`src/rtl/core/rpcs_pkg.sv`:
```
// ----------------------------------------------------------------------------
// Receipt printer command stripper package
// Byte codes, queue sizing and the queue entry shared by the front and back.
// ----------------------------------------------------------------------------
`default_nettype none

package rpcs_pkg;

   // Control and printable byte codes of the print stream.
   localparam logic [7:0] BYTE_NUL      = 8'h00;
   localparam logic [7:0] BYTE_BELL     = 8'h07;
   localparam logic [7:0] BYTE_LF       = 8'h0A;
   localparam logic [7:0] BYTE_CR       = 8'h0D;
   localparam logic [7:0] BYTE_SO       = 8'h0E;
   localparam logic [7:0] BYTE_DC4      = 8'h14;
   localparam logic [7:0] BYTE_ESC      = 8'h1B;
   localparam logic [7:0] BYTE_FS       = 8'h1C;
   localparam logic [7:0] BYTE_GS       = 8'h1D;
   localparam logic [7:0] BYTE_SPACE    = 8'h20;
   localparam logic [7:0] BYTE_BANG     = 8'h21;
   localparam logic [7:0] BYTE_MINUS    = 8'h2D;
   localparam logic [7:0] BYTE_SLASH    = 8'h2F;
   localparam logic [7:0] BYTE_UPPER_E  = 8'h45;
   localparam logic [7:0] BYTE_UPPER_F  = 8'h46;
   localparam logic [7:0] BYTE_UPPER_M  = 8'h4D;
   localparam logic [7:0] BYTE_UPPER_P  = 8'h50;
   localparam logic [7:0] BYTE_UPPER_V  = 8'h56;
   localparam logic [7:0] BYTE_LOWER_D  = 8'h64;
   localparam logic [7:0] BYTE_LOWER_R  = 8'h72;
   localparam logic [7:0] BYTE_DEL      = 8'h7F;
   localparam logic [7:0] BYTE_BOX_DASH = 8'hC4;

   // Number of entries in the queue between front and back.
   localparam int QUEUE_DEPTH = 4;

   // One classified input byte: one or two characters, or a bare end marker.
   typedef struct packed {
      logic [7:0] first_char;
      logic [7:0] second_char;
      logic       first_valid;
      logic       pair;
      logic       ticket_end;
   } entry_type;

endpackage

`default_nettype wire

```
`src/rtl/core/rpcs_front.sv`:
```
// ----------------------------------------------------------------------------
// Receipt printer command stripper front end
// Accepts bytes, tracks the command parse mode and classifies each byte.
// ----------------------------------------------------------------------------
`default_nettype none

module rpcs_front
   import rpcs_pkg::*;
(
   input  wire logic       clock,
   input  wire logic       reset,
   input  wire logic       req_tvalid,
   output logic            req_tready,
   input  wire logic [7:0] req_tdata,   // in_byte [7:0]
   input  wire logic       req_tlast,   // last_byte
   input  wire logic       q_full,
   output logic            push_valid,
   output entry_type       push_entry
);

   typedef enum logic [2:0] {
      MODE_NORMAL,
      MODE_ESC,
      MODE_GS,
      MODE_SKIP,
      MODE_AFTER_CR,
      MODE_AFTER_LF,
      MODE_BANG
   } mode_type;

   typedef struct packed {
      mode_type   mode;
      logic       emit;
      logic [7:0] char_out;
   } plain_type;

   mode_type   mode_ff, mode_in;
   logic [1:0] skip_ff, skip_in;

   // Handling of a byte outside any command context.
   function automatic plain_type plain_byte(input logic [7:0] b);
      plain_type res;
      res.mode     = MODE_NORMAL;
      res.emit     = 1'b0;
      res.char_out = b;
      if (b == BYTE_ESC) begin
         res.mode = MODE_ESC;
      end else if (b == BYTE_DC4 || b == BYTE_SO) begin
         res.emit = 1'b0;
      end else if (b == BYTE_GS) begin
         res.mode = MODE_GS;
      end else if (b == BYTE_CR) begin
         res.emit     = 1'b1;
         res.char_out = BYTE_CR;
         res.mode     = MODE_AFTER_CR;
      end else if (b == BYTE_LF) begin
         res.emit     = 1'b1;
         res.char_out = BYTE_CR;
         res.mode     = MODE_AFTER_LF;
      end else if (b == BYTE_BOX_DASH) begin
         res.emit     = 1'b1;
         res.char_out = BYTE_MINUS;
      end else if (b == BYTE_BANG) begin
         res.mode = MODE_BANG;
      end else if (b >= BYTE_SPACE && b <= BYTE_DEL) begin
         res.emit = 1'b1;
      end
      return res;
   endfunction

   logic       accept;
   plain_type  plain;
   logic       use_plain;
   logic       bang_emit;
   logic [1:0] n_chars;
   logic [7:0] char0, char1;
   logic [1:0] skip_dec;

   assign req_tready = !q_full;
   assign accept     = req_tvalid && req_tready;
   assign plain      = plain_byte(req_tdata);
   assign skip_dec   = (skip_ff != 2'd0) ? skip_ff - 2'd1 : skip_ff;

   // Next parse mode and the characters this byte produces.
   always_comb begin
      mode_in   = mode_ff;
      skip_in   = skip_ff;
      use_plain = 1'b0;
      bang_emit = 1'b0;
      case (mode_ff)
         MODE_ESC: begin
            if (req_tdata == BYTE_FS || req_tdata == BYTE_LOWER_R ||
                req_tdata == BYTE_LOWER_D || req_tdata == BYTE_MINUS) begin
               mode_in = MODE_SKIP;
               skip_in = 2'd1;
            end else if (req_tdata == BYTE_BELL) begin
               mode_in = MODE_SKIP;
               skip_in = 2'd3;
            end else if (req_tdata == BYTE_DC4 || req_tdata == BYTE_SO ||
                         req_tdata == BYTE_UPPER_P || req_tdata == BYTE_UPPER_M ||
                         req_tdata == BYTE_UPPER_F || req_tdata == BYTE_UPPER_E) begin
               mode_in = MODE_NORMAL;
            end else begin
               use_plain = 1'b1;
            end
         end
         MODE_GS: begin
            if (req_tdata == BYTE_UPPER_V || req_tdata == BYTE_SLASH) begin
               mode_in = MODE_SKIP;
               skip_in = 2'd1;
            end else begin
               use_plain = 1'b1;
            end
         end
         MODE_SKIP: begin
            skip_in = skip_dec;
            if (skip_dec == 2'd0) begin
               mode_in = MODE_NORMAL;
            end
         end
         MODE_AFTER_CR: begin
            if (req_tdata == BYTE_LF) begin
               mode_in = MODE_NORMAL;
            end else begin
               use_plain = 1'b1;
            end
         end
         MODE_AFTER_LF: begin
            if (req_tdata == BYTE_CR) begin
               mode_in = MODE_NORMAL;
            end else begin
               use_plain = 1'b1;
            end
         end
         MODE_BANG: begin
            if (req_tdata == BYTE_NUL) begin
               mode_in = MODE_NORMAL;
            end else begin
               bang_emit = 1'b1;
               use_plain = 1'b1;
            end
         end
         default: begin
            use_plain = 1'b1;
         end
      endcase
      if (use_plain) begin
         mode_in = plain.mode;
      end

      // Collect up to two characters in order.
      n_chars = 2'd0;
      char0   = BYTE_NUL;
      char1   = BYTE_NUL;
      if (bang_emit) begin
         char0   = BYTE_BANG;
         n_chars = 2'd1;
      end
      if (use_plain && plain.emit) begin
         if (n_chars == 2'd0) begin
            char0 = plain.char_out;
         end else begin
            char1 = plain.char_out;
         end
         n_chars = n_chars + 2'd1;
      end

      // Ticket end flushes a held '!' and returns to the reset state.
      if (req_tlast) begin
         if (mode_in == MODE_BANG) begin
            if (n_chars == 2'd0) begin
               char0 = BYTE_BANG;
            end else begin
               char1 = BYTE_BANG;
            end
            n_chars = n_chars + 2'd1;
         end
         mode_in = MODE_NORMAL;
         skip_in = 2'd0;
      end
   end

   // Queue entry for the back end.
   always_comb begin
      push_entry.first_char  = char0;
      push_entry.second_char = char1;
      push_entry.first_valid = (n_chars != 2'd0);
      push_entry.pair        = (n_chars == 2'd2);
      push_entry.ticket_end  = req_tlast;
      push_valid             = accept && ((n_chars != 2'd0) || req_tlast);
   end

   // Parse state advances on every accepted byte.
   always_ff @(posedge clock) begin
      if (reset) begin
         mode_ff <= MODE_NORMAL;
         skip_ff <= 2'd0;
      end else if (accept) begin
         mode_ff <= mode_in;
         skip_ff <= skip_in;
      end
   end

endmodule

`default_nettype wire

```
`src/rtl/core/rpcs_queue.sv`:
```
// ----------------------------------------------------------------------------
// Receipt printer command stripper queue
// Short first-in first-out queue of classified entries between front and back.
// ----------------------------------------------------------------------------
`default_nettype none

module rpcs_queue
   import rpcs_pkg::*;
#(
   parameter int DEPTH = QUEUE_DEPTH
) (
   input  wire logic      clock,
   input  wire logic      reset,
   input  wire logic      push_valid,
   input  wire entry_type push_entry,
   output logic           full,
   input  wire logic      pop,
   output logic           head_valid,
   output entry_type      head_entry
);

   localparam int PTR_W = (DEPTH > 1) ? $clog2(DEPTH) : 1;
   localparam int CNT_W = $clog2(DEPTH + 1);

   entry_type        slots_ff [DEPTH];
   logic [PTR_W-1:0] wr_ptr_ff, wr_ptr_in;
   logic [PTR_W-1:0] rd_ptr_ff, rd_ptr_in;
   logic [CNT_W-1:0] count_ff, count_in;
   logic             do_push, do_pop;

   assign full       = (count_ff == CNT_W'(DEPTH));
   assign head_valid = (count_ff != '0);
   assign head_entry = slots_ff[rd_ptr_ff];
   assign do_push    = push_valid && !full;
   assign do_pop     = pop && head_valid;

   // Pointer wrap and occupancy.
   always_comb begin
      wr_ptr_in = wr_ptr_ff;
      rd_ptr_in = rd_ptr_ff;
      count_in  = count_ff;
      if (do_push) begin
         wr_ptr_in = (wr_ptr_ff == PTR_W'(DEPTH - 1)) ? '0 : wr_ptr_ff + 1'b1;
      end
      if (do_pop) begin
         rd_ptr_in = (rd_ptr_ff == PTR_W'(DEPTH - 1)) ? '0 : rd_ptr_ff + 1'b1;
      end
      if (do_push && !do_pop) begin
         count_in = count_ff + 1'b1;
      end else if (do_pop && !do_push) begin
         count_in = count_ff - 1'b1;
      end
   end

   always_ff @(posedge clock) begin
      if (reset) begin
         wr_ptr_ff <= '0;
         rd_ptr_ff <= '0;
         count_ff  <= '0;
      end else begin
         wr_ptr_ff <= wr_ptr_in;
         rd_ptr_ff <= rd_ptr_in;
         count_ff  <= count_in;
      end
   end

   // Entry storage needs no reset.
   always_ff @(posedge clock) begin
      if (do_push) begin
         slots_ff[wr_ptr_ff] <= push_entry;
      end
   end

endmodule

`default_nettype wire

```
`src/rtl/core/rpcs_back.sv`:
```
// ----------------------------------------------------------------------------
// Receipt printer command stripper back end
// Splits queue entries into single characters and drives the output register.
// ----------------------------------------------------------------------------
`default_nettype none

module rpcs_back
   import rpcs_pkg::*;
(
   input  wire logic       clock,
   input  wire logic       reset,
   input  wire logic       head_valid,
   input  wire entry_type  head_entry,
   output logic            pop,
   output logic            rsp_tvalid,
   input  wire logic       rsp_tready,
   output logic [7:0]      rsp_tdata,   // out_char [7:0]
   output logic            rsp_tuser,   // char_valid
   output logic            rsp_tlast    // ticket_end
);

   logic       valid_ff, valid_in;
   logic       second_ff, second_in;
   logic [7:0] data_ff, data_in;
   logic       user_ff, user_in;
   logic       last_ff, last_in;
   logic       load;

   assign rsp_tvalid = valid_ff;
   assign rsp_tdata  = data_ff;
   assign rsp_tuser  = user_ff;
   assign rsp_tlast  = last_ff;

   // Load the output register when it is empty or being taken.
   assign load = head_valid && (!valid_ff || rsp_tready);

   always_comb begin
      pop       = 1'b0;
      valid_in  = valid_ff && !rsp_tready;
      second_in = second_ff;
      data_in   = data_ff;
      user_in   = user_ff;
      last_in   = last_ff;
      if (load) begin
         valid_in = 1'b1;
         user_in  = head_entry.first_valid;
         if (head_entry.pair && !second_ff) begin
            // First of two characters; the entry stays in the queue.
            data_in   = head_entry.first_char;
            last_in   = 1'b0;
            second_in = 1'b1;
         end else begin
            data_in   = second_ff ? head_entry.second_char : head_entry.first_char;
            last_in   = head_entry.ticket_end;
            second_in = 1'b0;
            pop       = 1'b1;
         end
      end
   end

   always_ff @(posedge clock) begin
      if (reset) begin
         valid_ff  <= 1'b0;
         second_ff <= 1'b0;
      end else begin
         valid_ff  <= valid_in;
         second_ff <= second_in;
      end
   end

   // Output payload needs no reset.
   always_ff @(posedge clock) begin
      data_ff <= data_in;
      user_ff <= user_in;
      last_ff <= last_in;
   end

endmodule

`default_nettype wire

```
`src/rtl/core/receipt_printer_command_stripper.sv`:
```
// A byte's first character passes through the entry queue and then the output
// register of the back end before it is offered as a result transaction. The front
// takes one byte per cycle while the entry queue has room; a byte that yields two
// characters leaves as two transactions from the single output register.
// The front stalls only when the entry queue between front and back is full.
// Reset (synchronous, active high) returns to normal text mode and empties the
// queue and the output register.
// ----------------------------------------------------------------------------
// Receipt printer command stripper
// Strips printer command sequences from a receipt byte stream, leaving text.
// ----------------------------------------------------------------------------
`default_nettype none

module receipt_printer_command_stripper
   import rpcs_pkg::*;
#(
   parameter int QDEPTH = QUEUE_DEPTH
) (
   input  wire logic       clock,
   input  wire logic       reset,
   input  wire logic       req_tvalid,
   output logic            req_tready,
   input  wire logic [7:0] req_tdata,   // in_byte [7:0]
   input  wire logic       req_tlast,   // last_byte
   output logic            rsp_tvalid,
   input  wire logic       rsp_tready,
   output logic [7:0]      rsp_tdata,   // out_char [7:0]
   output logic            rsp_tuser,   // char_valid
   output logic            rsp_tlast    // ticket_end
);

   logic      q_full;
   logic      push_valid;
   entry_type push_entry;
   logic      pop;
   logic      head_valid;
   entry_type head_entry;

   // Byte classification and parse state.
   rpcs_front u_front (
      .clock      (clock),
      .reset      (reset),
      .req_tvalid (req_tvalid),
      .req_tready (req_tready),
      .req_tdata  (req_tdata),
      .req_tlast  (req_tlast),
      .q_full     (q_full),
      .push_valid (push_valid),
      .push_entry (push_entry)
   );

   // Entry queue.
   rpcs_queue #(
      .DEPTH (QDEPTH)
   ) u_queue (
      .clock      (clock),
      .reset      (reset),
      .push_valid (push_valid),
      .push_entry (push_entry),
      .full       (q_full),
      .pop        (pop),
      .head_valid (head_valid),
      .head_entry (head_entry)
   );

   // Character output.
   rpcs_back u_back (
      .clock      (clock),
      .reset      (reset),
      .head_valid (head_valid),
      .head_entry (head_entry),
      .pop        (pop),
      .rsp_tvalid (rsp_tvalid),
      .rsp_tready (rsp_tready),
      .rsp_tdata  (rsp_tdata),
      .rsp_tuser  (rsp_tuser),
      .rsp_tlast  (rsp_tlast)
   );

endmodule

`default_nettype wire

```
`config.mk`:
```
export PLATFORM = sky130hd
export DESIGN_NAME = receipt_printer_command_stripper
export DESIGN_NICKNAME = d
export VERILOG_FILES = /design/src/rtl/core/rpcs_pkg.sv /design/src/rtl/core/rpcs_front.sv /design/src/rtl/core/rpcs_queue.sv /design/src/rtl/core/rpcs_back.sv /design/src/rtl/core/receipt_printer_command_stripper.sv
export SDC_FILE = /design/constraint.sdc
export NUM_CORES = 1
export LEC_CHECK = 0
export ABC_AREA = 1
export BUFFER_PORTS_ARGS = -buffer_cell sky130_fd_sc_hd__buf_2
export CAP_MARGIN = 20
export CELL_PAD_IN_SITES_DETAIL_PLACEMENT = 1
export CELL_PAD_IN_SITES_GLOBAL_PLACEMENT = 1
export CORE_MARGIN = 5
export CORE_UTILIZATION = 44
export DETAILED_ROUTE_END_ITERATION = 8
export GPL_TIMING_DRIVEN = 0
export PLACE_DENSITY = 0.8
export SLEW_MARGIN = 40
export SYNTH_ARGS = -nofsm -noshare
export SYNTH_HDL_FRONTEND = slang
export SYNTH_HIERARCHICAL = 1
export SYNTH_SLANG_ARGS = --single-unit
```
`constraint.sdc`:
```
create_clock -name clock -period 2.76 [get_ports clock]
set_input_delay 0 -clock clock [delete_from_list [all_inputs] [get_ports clock]]
set_output_delay 0 -clock clock [all_outputs]
set_load 0.01 [all_outputs]
```
==> flow_summary.yaml <==
outcome:
  status: "finished, final reports clean"
yosys:
  synthArstFlopShare_pct: 0
  synth_warnings: 6
  synth_area_leader_cell: "edfxtp_1"
  synthTopCellsByArea: "edfxtp_1, nand2_1, dfxtp_1, nor2_1, o21ai_0"
  ys_seq_elements: 102
  yosys-top-cells-count: "nand2_1, edfxtp_1, nor2_1"
  yosysUniqueCellTypes: 44
  avgSynthCellArea_um2: 9.870
  syn_inst: 510
  syn_area_um2: 5034
  synth_ff_type: "edfxtp_1"
  yosysSeqAreaShare_pct: 57.67
  synth_edf_count: 86
  synth.most_common_cell: "nand2_1"
  yosysTopAreaCellShare_pct: 51.30
pwr:
  p_total_mw: 5.471
  p_sw_mw: 1.924
  p_comb_share_pct: 35.9
  swShare_pct: 35.17
  ir_drop_uv: 414.3
  leakage_nw: 2.398
  power_density_nw_per_um2: 901.5
  internal-power_mw: 3.547
  p_clk_share_pct: 25.8
  seq_power_share_pct: 38.3
sta:
  slew_headroom_pct: 59.27
  setup_ws_ns: 0.02010
  rsz0062_at_grt: "yes"
  hold_viol: 0
  skew_ns: 0.004348
  post-route-period-util_pct: 99.27
  slew_violations: 0
  setup_violations: 0
  finalCriticalPeriod_ns: 2.740
  worst_pin_slew_ns: 0.6063
  clock.fmax_mhz: 365.0
drt:
  drc: 0
  vias: 3906
  ant_nets: 0
  totalWireLength_um: 14140
  drtPass1Iterations: 4
  drt_iter0_drc: 236
  wl_per_cell_um: 19.80
  routed_via_density: 5.471
floorplanning:
  die_w_um: 117.0
  design.die.area_um2: 13680
  coreArea_um2: 11320
  start_util_pct: 44.46
  fp-row-count: 39
  die_y_um: 117.0
  io_pins: 25
setup_path:
  critPathCaptureType: "register"
  r2r-end: "u_queue/count_ff[1]"
  rr_worst_depth: 21
  reg2reg_from: "u_front/mode_ff[0]"
  cp.required_ns: 3.00
  start_kind: "register"
  r2r_slack_ns: 0.02
  cp_data_arrival_time_ns: 2.98
  crit_type: "reg2reg"
  path_max_fanout: 6
global_routing:
  grt_pass1_wl_um: 21790
  antenna_found_initial: 0
  grt_pass1_vias: 4139
  grt_usage_pct: 21.32
  grt_remaining_overflow: 0
  grt_max_degree: 16
layout:
  drive_above_1_share_pct: 28.90
  nFillCells: 1261
  nNetsFinal: 589
  n_antenna_cell: 0
  area_growth_pct: 20.58
min_path:
  worstHoldStart: "rsp_tready"
  worst_hold_path_type: "in2reg"
  hold_depth: 4
  hold_path_end: "u_back/rsp_tvalid"
clock_network:
  root_buffer: "clkbuf_16"
  clock-sinks: 102
  clkLatencyLatePin_ns: 0.34
  numCtsBuffers: 9
  cts_tree: "built"
  path_clk_slew_ns: 0.07
  cts_max_level: 3
  ctsLongestPathBuffers: 2
placed_design:
  port_buffers: 24
  dpl.hpwl_um: 9338
  place_congestion: 0.8645
  dp_slack_ns: -0.5702
flow_run:
  maxCapViolCount: 0
## layout make-up
type                       instances  area, um2  area share [%]
buffer                            16      146.4           2.412
clock buffer                      11      232.7           3.834
clock inverter                     5      97.59           1.608
inverter                          56      231.5           3.814
multi-input combinational        337       1928           31.77
sequential                       102       2914           48.01
tap                              143      178.9           2.948
timing repair buffer              44      340.3           5.607
## worst max-delay path, stage by stage (launching register included)
cell	delay, ns
dfxtp_4	0.39
inv_1	0.07
nand2_2	0.07
nand2_1	0.08
nand2_2	0.09
nand2_2	0.07
nor2_4	0.12
nand2_4	0.08
nand2_8	0.09
inv_4	0.04
ha_1	0.18
inv_2	0.08
nand3_2	0.09
nand3_2	0.09
inv_2	0.06
nand2_4	0.08
inv_4	0.04
ha_4	0.15
inv_2	0.08
fa_2	0.44
o21ai_2	0.16
nor2_1	0.06
## timing repair
item,in CTS,in global routing
buffers inserted,9,6
gates resized for setup,18,32
hold buffers,1,0
endpoints found under the setup margin,79,53
gates cloned,0,0
endpoints found under the hold margin,6,0
pin swaps,4,10
## sequential cells by signal (all words and copies together) (netlist names), named ones only
name / cells
u_queue/slots_ff: 76
u_back/rsp_tdata: 8
u_front/mode_ff: 3
u_queue/count_ff: 3
u_front/skip_ff: 2
u_queue/rd_ptr_ff: 2
u_queue/wr_ptr_ff: 2
u_back/rsp_tlast: 1
u_back/rsp_tuser: 1
u_back/rsp_tvalid: 1
u_back/second_ff: 1
## metal layers
metal	up-vias	track usage [%]	share of wire (%)
li1	1829	-	-
met1	1940	24.72	39
met2	113	39.55	54
met3	24	3.702	5.0
met4	0	7.339	2.2
met5	-	0	0
## power by group through the flow
| stage | Clock (mW) | Combinational, mW | Sequential (mW) |
|---|---|---|---|
| final | 1.41 | 1.96 | 2.10 |
| after detailed placement | 0 | 1.82 | 2.12 |
| after global placement | 0 | 1.64 | 2.11 |
| after floorplan | 0 | 1.12 | 2.15 |
| after global routing | 1.50 | 2.14 | 2.11 |
| after CTS | 1.43 | 1.90 | 2.10 |
## cell usage in the layout (no fill, tap or decap), types with 3 or more instances in the layout
| cell type | n |
|---|---|
| a21oi_1 | 10 |
| buf_16 | 3 |
| buf_2 | 25 |
| buf_4 | 20 |
| buf_6 | 7 |
| bufinv_16 | 3 |
| clkbuf_16 | 9 |
| clkinv_1 | 3 |
| dfxtp_1 | 13 |
| dfxtp_4 | 3 |
| edfxtp_1 | 86 |
| ha_1 | 7 |
| inv_1 | 33 |
| inv_2 | 16 |
| inv_4 | 4 |
| nand2_1 | 82 |
| nand2_2 | 16 |
| nand2_4 | 6 |
| nand3_1 | 14 |
| nand3_2 | 6 |
| nand3b_1 | 5 |
| nor2_1 | 70 |
| nor2_2 | 15 |
| nor2_4 | 11 |
| nor3_1 | 11 |
| o21ai_0 | 37 |
| o21ai_2 | 4 |
| o22ai_1 | 20 |
## kinds of logic (layout without fill, tap and decap cells)
logic type	Yosys count	count (layout)	synth area share (%)
simple gates	243	243	22.72
flops	102	102	57.67
compound gates	81	81	9.595
buf+inv	72	132	7.134
fa+ha+maj	10	10	2.635
other cells	1	2	0.07450
xor+xnor	1	1	0.1740
## worst max path at each step
stage               depth (start not counted)          startpoint                     end  slack (ns)
floorplan                                  15  u_front/mode_ff[2]  u_queue/slots_ff[0][0]       -0.21
global placement                           14  u_front/mode_ff[0]  u_queue/slots_ff[1][2]       -1.13
detailed placement                         23  u_front/mode_ff[0]     u_queue/count_ff[2]       -0.57
CTS                                        24  u_front/mode_ff[1]     u_queue/count_ff[2]       0.002
global route                               21  u_front/mode_ff[0]     u_queue/count_ff[1]       -0.08
finish                                     21  u_front/mode_ff[0]     u_queue/count_ff[1]        0.02
## through the flow
| step | setup TNS (ns) | hold WS (ns) | utilization [%] | cell area (um2) | cells |
|---|---|---|---|---|---|
| 6_report | 0 | 0.04525 | 53.61 | 6070 | 714 |
| 2_1_floorplan | -15.92 | 0.06165 | - | 5041 | 511 |
| 3_3_place_gp | -85.41 | 0.3268 | 47.17 | 5340 | 678 |
| 4_1_cts | 0 | 0.01736 | 52.44 | 5937 | 708 |
| 3_5_place_dp | -13.65 | 0.3298 | 48.30 | 5468 | 682 |
| 5_1_grt | -0.1857 | 0.06037 | 53.61 | 6070 | 714 |
Note: power is estimated with default switching activity, not from simulation.
